[src/hdl/lcgr_pkg.sv]
// Package for the ranged linear congruential random source.
// Holds the generator constants, command codes and shared widths.
// No dependencies.
`timescale 1ns / 1ps
`default_nettype none

package lcgr_pkg;

	localparam int unsigned WordW = 32;
	localparam int unsigned MulBW = 18;

	localparam logic [WordW-1:0] LCG_MUL    = 32'd214013;
	localparam logic [WordW-1:0] LCG_ADD    = 32'd2531011;
	localparam logic [WordW-1:0] SEED_RESET = 32'h1234_5678;
	localparam logic [WordW-1:0] BYTE_RANGE = 32'd255;

	localparam logic [1:0] CMD_DRAW   = 2'd0;
	localparam logic [1:0] CMD_MIX    = 2'd1;
	localparam logic [1:0] CMD_PACKED = 2'd2;
	localparam logic [1:0] CMD_NONE   = 2'd3;

	typedef logic [WordW-1:0] word_t;

endpackage

`default_nettype wire

[src/hdl/lcgr_rem.sv]
// Iterative restoring remainder unit, one quotient bit per cycle.
// Depends on lcgr_pkg for the word width.
`timescale 1ns / 1ps
`default_nettype none

module lcgr_rem
	import lcgr_pkg::*;
(
	input  wire         clk,
	input  wire         arst_n,
	input  wire         start,
	input  word_t       dividend,
	input  word_t       divisor,
	output logic        done,
	output word_t       rem
);

	localparam int unsigned CntW = $clog2(WordW);

	logic              busy_q;
	logic              done_q;
	logic [CntW-1:0]   cnt_q;
	word_t             dvd_q;
	word_t             dsr_q;
	word_t             rem_q;
	logic [WordW:0]    trial;
	logic [WordW:0]    shifted;

	// Shift in the next dividend bit and try to take the divisor away.
	assign shifted = {rem_q, dvd_q[WordW-1]};
	assign trial   = shifted - {1'b0, dsr_q};

	always_ff @(posedge clk or negedge arst_n) begin
		if (!arst_n) begin
			busy_q <= 1'b0;
			done_q <= 1'b0;
			cnt_q  <= '0;
		end else begin
			done_q <= 1'b0;
			if (start) begin
				busy_q <= 1'b1;
				cnt_q  <= '0;
			end else if (busy_q) begin
				cnt_q <= cnt_q + 1'b1;
				if (cnt_q == CntW'(WordW - 1)) begin
					busy_q <= 1'b0;
					done_q <= 1'b1;
				end
			end
		end
	end

	always_ff @(posedge clk) begin
		if (start) begin
			dvd_q <= dividend;
			dsr_q <= divisor;
			rem_q <= '0;
		end else if (busy_q) begin
			dvd_q <= {dvd_q[WordW-2:0], 1'b0};
			if (!trial[WordW])
				rem_q <= trial[WordW-1:0];
			else
				rem_q <= shifted[WordW-1:0];
		end
	end

	assign done = done_q;
	assign rem  = rem_q;

endmodule

`default_nettype wire

[src/hdl/lcg_ranged_random.sv]
// Top level of the ranged linear congruential random source.
// Depends on lcgr_pkg and instantiates the remainder unit lcgr_rem.
//
//   Channel   Dir  Handshake                     Payload
//   s_axis    in   s_axis_tvalid/s_axis_tready   tuser: command; tdata: range, entropy
//   m_axis    out  m_axis_tvalid/m_axis_tready   tdata: value
//
// A mix or an undefined command goes straight to the output step, a draw with a
// range below 65536 is scaled by the shared multiplier, a packed-word draw makes
// four byte draws, and a draw with a larger range goes to the bit-serial remainder unit.
// The input side is ready only while the sequencer is idle; one item is
// worked on at a time.
// The result sits in an output register, so the next item is taken while a
// result still waits for the downstream side.
// Reset is asynchronous and active low; it loads the seed with its start value.
`timescale 1ns / 1ps
`default_nettype none

module lcg_ranged_random
	import lcgr_pkg::*;
(
	input  wire          clk,
	input  wire          arst_n,
	input  wire          s_axis_tvalid,
	output logic         s_axis_tready,
	input  wire  [63:0]  s_axis_tdata,   // [31:0] range, [63:32] entropy
	input  wire  [1:0]   s_axis_tuser,   // [1:0] command
	output logic         m_axis_tvalid,
	input  wire          m_axis_tready,
	output logic [31:0]  m_axis_tdata    // [31:0] value
);

	// Sequencer states.
	localparam logic [2:0] ST_IDLE  = 3'd0;
	localparam logic [2:0] ST_SEED  = 3'd1;
	localparam logic [2:0] ST_UPD   = 3'd2;
	localparam logic [2:0] ST_SCALE = 3'd3;
	localparam logic [2:0] ST_SCL2  = 3'd4;
	localparam logic [2:0] ST_DIV   = 3'd5;
	localparam logic [2:0] ST_PUT   = 3'd6;

	logic [2:0]              state_q;
	logic [1:0]              cmd_q;
	word_t                   range_q;
	word_t                   seed_q;
	word_t                   result_q;
	word_t                   prod_q;
	logic [1:0]              cnt_q;
	logic                    out_valid_q;
	word_t                   out_data_q;

	word_t                   mul_a;
	logic [MulBW-1:0]        mul_b;
	logic [WordW+MulBW-1:0]  mul_full;
	word_t                   seed_next;
	logic                    accept;
	logic                    put_fire;
	logic                    div_start;
	logic                    div_done;
	word_t                   div_rem;
	logic                    draw_valid;
	word_t                   draw;
	logic [7:0]              draw_byte;

	assign accept = s_axis_tvalid && s_axis_tready;

	// The finished result moves into the output register once that is free.
	assign put_fire = (state_q == ST_PUT) && (!out_valid_q || m_axis_tready);

	// The one multiplier serves both the seed update (seed times the LCG
	// multiplier) and the small-range scaling (top half of seed times range).
	// Its product is registered before anyone uses it.
	always_comb begin
		if (state_q == ST_SCALE) begin
			mul_a = {16'd0, seed_q[WordW-1:16]};
			mul_b = {2'b00, range_q[15:0]};
		end else begin
			mul_a = seed_q;
			mul_b = LCG_MUL[MulBW-1:0];
		end
	end

	assign mul_full  = mul_a * mul_b;
	assign seed_next = prod_q + LCG_ADD;

	always_ff @(posedge clk) begin
		prod_q <= mul_full[WordW-1:0];
	end

	// A range of 65536 or more goes to the remainder unit with the new seed.
	assign div_start = (state_q == ST_UPD) && (range_q[WordW-1:16] != 16'd0);

	lcgr_rem u_rem (
		.clk      (clk),
		.arst_n   (arst_n),
		.start    (div_start),
		.dividend (seed_next),
		.divisor  (range_q),
		.done     (div_done),
		.rem      (div_rem)
	);

	// One reduced draw is ready either from the scaled product or from the
	// remainder unit. A small range leaves the high half of the product.
	always_comb begin
		draw_valid = 1'b0;
		draw       = '0;
		if (state_q == ST_SCL2) begin
			draw_valid = 1'b1;
			draw       = {16'd0, prod_q[WordW-1:16]};
		end else if ((state_q == ST_DIV) && div_done) begin
			draw_valid = 1'b1;
			draw       = div_rem;
		end
	end

	// Packed draws are below 255, so adding one never wraps the byte.
	assign draw_byte = draw[7:0] + 8'd1;

	always_ff @(posedge clk or negedge arst_n) begin
		if (!arst_n) begin
			state_q     <= ST_IDLE;
			seed_q      <= SEED_RESET;
			cnt_q       <= '0;
			out_valid_q <= 1'b0;
		end else begin
			if (put_fire)
				out_valid_q <= 1'b1;
			else if (m_axis_tready)
				out_valid_q <= 1'b0;

			unique case (state_q) inside
				ST_IDLE: begin
					if (accept) begin
						cnt_q <= '0;
						unique case (s_axis_tuser) inside
							CMD_DRAW, CMD_PACKED: state_q <= ST_SEED;
							CMD_MIX: begin
								seed_q  <= seed_q ^ s_axis_tdata[63:32];
								state_q <= ST_PUT;
							end
							CMD_NONE: state_q <= ST_PUT;
							default: state_q <= ST_PUT;
						endcase
					end
				end
				ST_SEED: state_q <= ST_UPD;
				ST_UPD: begin
					seed_q  <= seed_next;
					state_q <= div_start ? ST_DIV : ST_SCALE;
				end
				ST_SCALE: state_q <= ST_SCL2;
				ST_SCL2, ST_DIV: begin
					if (draw_valid) begin
						if ((cmd_q == CMD_PACKED) && (cnt_q != 2'd3)) begin
							cnt_q   <= cnt_q + 1'b1;
							state_q <= ST_SEED;
						end else begin
							state_q <= ST_PUT;
						end
					end
				end
				ST_PUT: begin
					if (put_fire)
						state_q <= ST_IDLE;
				end
				default: state_q <= ST_IDLE;
			endcase
		end
	end

	// Item payload and result accumulation.
	always_ff @(posedge clk) begin
		if (accept) begin
			cmd_q    <= s_axis_tuser;
			range_q  <= (s_axis_tuser == CMD_PACKED) ? BYTE_RANGE : s_axis_tdata[31:0];
			result_q <= '0;
		end else if (draw_valid) begin
			if (cmd_q == CMD_PACKED)
				result_q <= {result_q[23:0], draw_byte};
			else
				result_q <= draw;
		end
		if (put_fire)
			out_data_q <= result_q;
	end

	assign s_axis_tready = (state_q == ST_IDLE);
	assign m_axis_tvalid = out_valid_q;
	assign m_axis_tdata  = out_data_q;

endmodule

`default_nettype wire

[config.mk]
export PLATFORM = sky130hd
export DESIGN_NAME = lcg_ranged_random
export DESIGN_NICKNAME = d
export VERILOG_FILES = /design/src/hdl/lcgr_pkg.sv /design/src/hdl/lcgr_rem.sv /design/src/hdl/lcg_ranged_random.sv
export SDC_FILE = /design/constraint.sdc
export NUM_CORES = 1
export LEC_CHECK = 0
export ABC_CLOCK_PERIOD_IN_PS = 11340
export BUFFER_PORTS_ARGS = -buffer_cell sky130_fd_sc_hd__buf_2
export CAP_MARGIN = 0
export CORE_AREA = 3 3 192 194
export CTS_BUF_LIST = sky130_fd_sc_hd__clkbuf_2
export CTS_CLUSTER_SIZE = 12
export DETAILED_ROUTE_END_ITERATION = 8
export DIE_AREA = 0 0 195 197
export GPL_TIMING_DRIVEN = 0
export PLACE_DENSITY = 0.89
export SYNTH_ARGS = -nofsm -noshare
export SYNTH_HDL_FRONTEND = slang
export SYNTH_SLANG_ARGS = --single-unit
[constraint.sdc]
create_clock -name clk -period 11.34 [get_ports clk]
set_input_delay 1.134 -clock clk [delete_from_list [all_inputs] [get_ports clk]]
set_output_delay 1.134 -clock clk [all_outputs]
set_load 0.02 [all_outputs]
== Word level (Yosys, flattened, before mapping) ==
Index checks and enable logic that the tools add are counted.
Cells by class
  bitwise operators: 1
  $mul: 1
  reductions and logical operators: 19
  $add $sub $neg: 5
  equal/unequal tests: 16
  multiplexer cells: 34
Operator list (number)
  2-to-1 mux 32 bit: 9
  case mux 32 bit (2 select lines): 1
  subtractor 33 x 32 -> 33 bit: 1
  adder 32 x 22 -> 32 bit, second input constant: 1
  multiplier 32 x 18 -> 32 bit: 1
  XOR 32 bit: 1
  2-to-1 mux 18 bit: 1
  2-to-1 mux 3 bit: 6
  case mux 3 bit (6 select lines): 1
  nonzero test 16 bit: 1
  2-to-1 mux 1 bit: 10
  2-to-1 mux 5 bit: 2
  equality test 3 bit, second input constant: 3
  adder 8 x 1 -> 8 bit, second input constant: 1
  != test 2 bit, second input constant: 4
  nonzero test 2 bit: 4
  equality test 3 x 2 -> 1 bit, second input constant: 2
  2-to-1 mux 2 bit: 3
  AND reduction 3 bit: 2
  adder 5 x 1 -> 5 bit, second input constant: 1
  equality test 5 bit, second input constant: 1
  logical AND 1 bit: 5
  equality test 2 bit, second input constant: 2
  != test 2 x 1 -> 1 bit, second input constant: 2
  10 further kinds: 11
Storage, ports and cells
  word-level logic and storage cells: 91
  register bits after elaboration: 271
  output and inout bits: 34
  input port bits: 70

== Longest topological paths before layout ==
  word-level depth: 6
  mapped depth: 30
  depth with buffers taken out: 28

== Cells and area by module ==
A second synthesis with hierarchy kept.
Second synthesis, totals
  cell total of the unflattened synthesis: 2780
  area total of the unflattened synthesis: 25514.5 um^2
Modules (own cells, without submodules)
  lcg_ranged_random: area each 19298.5 um^2, seq. area each 4230.3 um^2, cells each 2150, instances 1
  lcgr_rem: area each 6216.0 um^2, seq. area each 2737.6 um^2, cells each 630, instances 1

== Worst setup path before layout ==
No wires, ideal clock.
  kind: register -> register
  from: register state_q[2]
  to: register prod_q[31]
  data required time: 11.268 ns
  buffers on the path: 4
  path slack: 4.471 ns
  arrival: 6.797 ns
  period minus slack after synthesis: 6.869 ns
  cell stages (with the launch flop): 27
  library setup time: 0.072 ns
  cell sequence: dfrtp_1 clkbuf_1 nor3b_1 clkbuf_1 and2_1 clkbuf_1 nand2_1 fa_1 inv_1 fa_1 fa_1 fa_1 fa_1 inv_1 fa_1 inv_1 ha_1 and3_1 clkbuf_1 a211oi_1 nor2_1 a31oi_1 o21ai_0 o221ai_1 o2111ai_1 a21oi_1 xnor2_1
On the way
  word-level cells in the longest chain between the ends: 3
  elaborated cells on any way between the ends: 4
  classes of those cells: mul (1); eq/ne (1); mux (2)
RTL lines
  start: declaration: RTL line lcg_ranged_random.sv:42  | logic [2:0] state_q;
  start signal: assignment: RTL line lcg_ranged_random.sv:150  | state_q <= div_start ? ST_DIV : ST_SCALE;
  equality test 3 x 2 -> 1 bit *: RTL line lcg_ranged_random.sv:74  | if (state_q == ST_SCALE) begin
  2-to-1 mux 32 bit / 2-to-1 mux 18 bit (equally long branches): RTL line lcg_ranged_random.sv:74
  multiplier 32 x 18 -> 32 bit *: RTL line lcg_ranged_random.sv:83  | assign mul_full = mul_a * mul_b;
  named net mul_full[31]: RTL line lcg_ranged_random.sv:54  | logic [WordW+MulBW-1:0] mul_full;
  end signal: assignment: RTL line lcg_ranged_random.sv:87  | prod_q <= mul_full[WordW-1:0];
  end: declaration: RTL line lcg_ranged_random.sv:47  | word_t prod_q;
Mark *: on every way through the listed nets, which the timed path passes. The rest lies on a longest branch.
A chain may end at the register's enable or synchronous reset.

== Final worst setup path ==
  from: register state_q[0]
  to: register prod_q[31]
The elaborated chain is that of the path after synthesis.

==> results.py <==
metrics = {
    "grt": {
        "grt_util_all_layers_pct": 39.8,
        "grt.overflow.total": 0,
        "grt_first_pass_wirelength_mm": 116,
        "grt_pass1_vias": 20800,
        "grt_max_degree": 46,
        "antenna_found_initial": 2,
    },
    "placed_design": {
        "pre_cts_slack_ps": 2450,
        "dpl.hpwl_mm": 60.2,
        "portBuffers": 103,
        "gp_congestion": 1.03,
    },
    "route": {
        "vias": 20500,
        "post_drt_wl_per_cell_microns": 22.2,
        "wl_mm": 75.4,
        "vias_per_cell": 6.06,
        "drc": 0,
        "drtPass1Iterations": 7,
        "drt_iter0_drc": 2186,
        "postRouteAntennaNets": 0,
    },
    "synthesis": {
        "ys_warn_count": 0,
        "yosys.area_share.simple_pct": 14.8,
        "synth_edf_count": 130,
        "synth-compound-area-share_pct": 11.4,
        "synth_top_family_by_area": "adder cells",
        "synth_cells": 2664,
        "synth_ff_type": "edfxtp_1",
        "yosys-top-cells-area": "fa_1, edfxtp_1, dfxtp_1, inv_1, ha_1",
        "ys_ff_latch": 271,
        "synth_fa_ha_area_share_pct": 32.3,
        "synth_seq_area_share_pct": 28.2,
        "ys_async_sr_fraction_pct": 16.6,
        "synth_top_cell_area_share_pct": 27.0,
        "synth_mux_area_share_pct": 0.298,
        "synth_cell_types": 78,
        "synth-xor-area-share_pct": 4.10,
        "synth_area_sq_um": 24700,
        "avgSynthCellArea_sq_um": 9.29,
        "yosysTopAreaCell": "fa_1",
    },
    "clock_tree": {
        "cts_setup_buffers": 0,
        "cts_resized": 0,
        "hold_buffers": 0,
        "cts.reportedPaths.clkPinSlew_ps": 120,
        "htree_levels": 3,
        "numCtsBuffers": 71,
        "clk_latency_ps": 970,
        "clock_sinks": 271,
        "cts_buffer_depth": 3,
        "clockRootBuffer": "clkbuf_2",
        "cts_tree": "built",
    },
    "worst_setup_path": {
        "path_class": "register to register",
        "crit_arrival_ps": 9780,
        "end_kind": "register",
        "start_kind": "register",
        "path_max_fanout": 10,
        "required_ps": 12160,
    },
    "die": {
        "fp.coreArea_sq_um": 35400,
        "rows": 69,
        "start_util_pct": 69.9,
        "die_h_microns": 197,
        "num_io_pins": 104,
        "dieArea_sq_um": 38400,
        "die_x_microns": 195,
    },
    "layout": {
        "multi_input_area_sq_um": 15700,
        "seq_area_sq_um": 6970,
        "fill_cells": 2555,
        "drive_gt1_share_pct": 9.68,
        "final_util_pct": 75.4,
        "area_delta_synth_final_pct": 7.92,
        "nNetsFinal": 3376,
    },
    "timing": {
        "rsz0062_at_grt": "false",
        "layout_min_cycle_time_ps": 8960,
        "slew_headroom_pct": 22.4,
        "final_hold_viol_count": 0,
        "fin_tns_setup_ps": 0,
        "drv_slew": 0,
        "hold_ws_ps": 379,
        "setup_ws_ps": 2380,
        "worst_slew_pin_slew_ps": 1160,
        "period_share_pct": 79.0,
        "setup_violations": 0,
        "fmax_mhz": 112,
        "clock_skew_ps": 119,
    },
    "status": {
        "status": "finished clean",
    },
    "hold_path": {
        "hp-class": "primary input to async pin",
    },
    "flow_run": {
        "drv_cap": 0,
    },
}
synth_stat cells (30+ instances only):
library cell,n
a21oi_1,140
o21ai_0,120
and3_1,48
nand3_1,30
fa_1,334
clkbuf_1,105
inv_1,471
nor2_1,212
nand2_1,335
dfxtp_1,96
dfrtp_1,32
and2_1,53
ha_1,104
xor2_1,38
xnor2_1,76
edfxtp_1,130
worst max-delay path: stages, from the launching register on:
cell,delay (ps)
dfrtp_1,350
clkbuf_1,310
nand3b_1,450
clkbuf_1,340
nand2_1,250
a21boi_1,960
nor2_1,250
fa_1,550
inv_1,60
fa_1,540
inv_1,50
fa_1,500
fa_1,440
fa_1,500
inv_1,60
fa_1,520
inv_1,60
ha_1,320
and3_1,190
clkbuf_1,150
a211oi_1,650
nor2_1,130
a31oi_1,160
o21ai_0,150
o221ai_1,380
o2111ai_1,190
a21oi_1,210
xnor2_1,140
layout make-up:
class / instances / share of cell area, %
antenna: 2 / 0.0187
clock inverter: 21 / 0.647
buffer: 117 / 1.72
sequential: 271 / 26.1
timing repair buffer: 105 / 2.06
inverter: 471 / 6.62
clock buffer: 109 / 2.04
tap: 461 / 2.16
multi-input combinational: 1831 / 58.6
through the flow:
| stage | instance area (sq um) | instances |
|---|---|---|
| final | 26700 | 3388 |
| after global routing | 26700 | 3387 |
| after CTS | 26700 | 3386 |
| after detailed placement | 26000 | 3256 |
| after global placement | 25900 | 3254 |
| after floorplan | 24800 | 2690 |
logic make-up after synthesis:
logic type,after synthesis
compound gates,440
xor+xnor,115
fa+ha+maj,438
buf+inv,588
flops,271
mux,7
other cells,2
simple gates,803
path summary, 6_finish.rpt:
| path | endpoint | cells past startpoint | slack (ps) | startpoint |
|---|---|---|---|---|
| min in group clk | m_axis_tdata[27]$_DFFE_PP_ | 0 | 440 | result_q[27]$_SDFFE_PP0P_ |
| worst max-delay path | prod_q[31]$_DFF_P_ | 27 | 2380 | state_q[0]$_DFFE_PN0P_ |
| worst max register to register | prod_q[31]$_DFF_P_ | 27 | 2380 | state_q[0]$_DFFE_PN0P_ |
| worst min-delay path | seed_q[11]$_DFFE_PN0P_ | 1 | 380 | arst_n |
| worst min register to register | m_axis_tdata[27]$_DFFE_PP_ | 0 | 440 | result_q[27]$_SDFFE_PP0P_ |
| max in group asynchronous | u_rem.cnt_q[0]$_DFFE_PN0P_ | 1 | 10170 | arst_n |
layer usage:
layer	wire length, microns	share of wire, %	vias to the layer above	GRT usage (%)
met5	17	0.023	-	0
met4	3850	5.1	2	17.9
met3	11100	15	284	14.0
met2	32000	43	1460	57.8
met1	28400	38	9867	54.7
li1	-	-	8935	-
registers in the layout, indices dropped and copies added (netlist names):
signal / cells
u_rem.dvd_q: 32
u_rem.cnt_q: 5
cnt_q: 2
cmd_q: 2
u_rem.rem: 32
u_rem.dsr_q: 32
prod_q: 32
u_rem.done: 1
m_axis_tvalid: 1
u_rem.busy_q: 1
result_q: 32
state_q: 3
range_q: 32
m_axis_tdata: 32
seed_q: 32
cells in the final DEF (no fill, tap or decap), types with 48 or more instances in the layout:
| cell type | synthesis | routed |
|---|---|---|
| a21oi_1 | 140 | 140 |
| and2_1 | 53 | 53 |
| and3_1 | 48 | 48 |
| buf_2 | 4 | 108 |
| clkbuf_1 | 105 | 104 |
| clkbuf_2 | 0 | 110 |
| dfxtp_1 | 96 | 96 |
| edfxtp_1 | 130 | 130 |
| fa_1 | 334 | 334 |
| ha_1 | 104 | 104 |
| inv_1 | 471 | 471 |
| nand2_1 | 335 | 334 |
| nor2_1 | 212 | 211 |
| o21ai_0 | 120 | 120 |
| xnor2_1 | 76 | 76 |
Power is not shown: default switching activity piles up to over one toggle a cycle in this logic, so the estimate is an artifact.
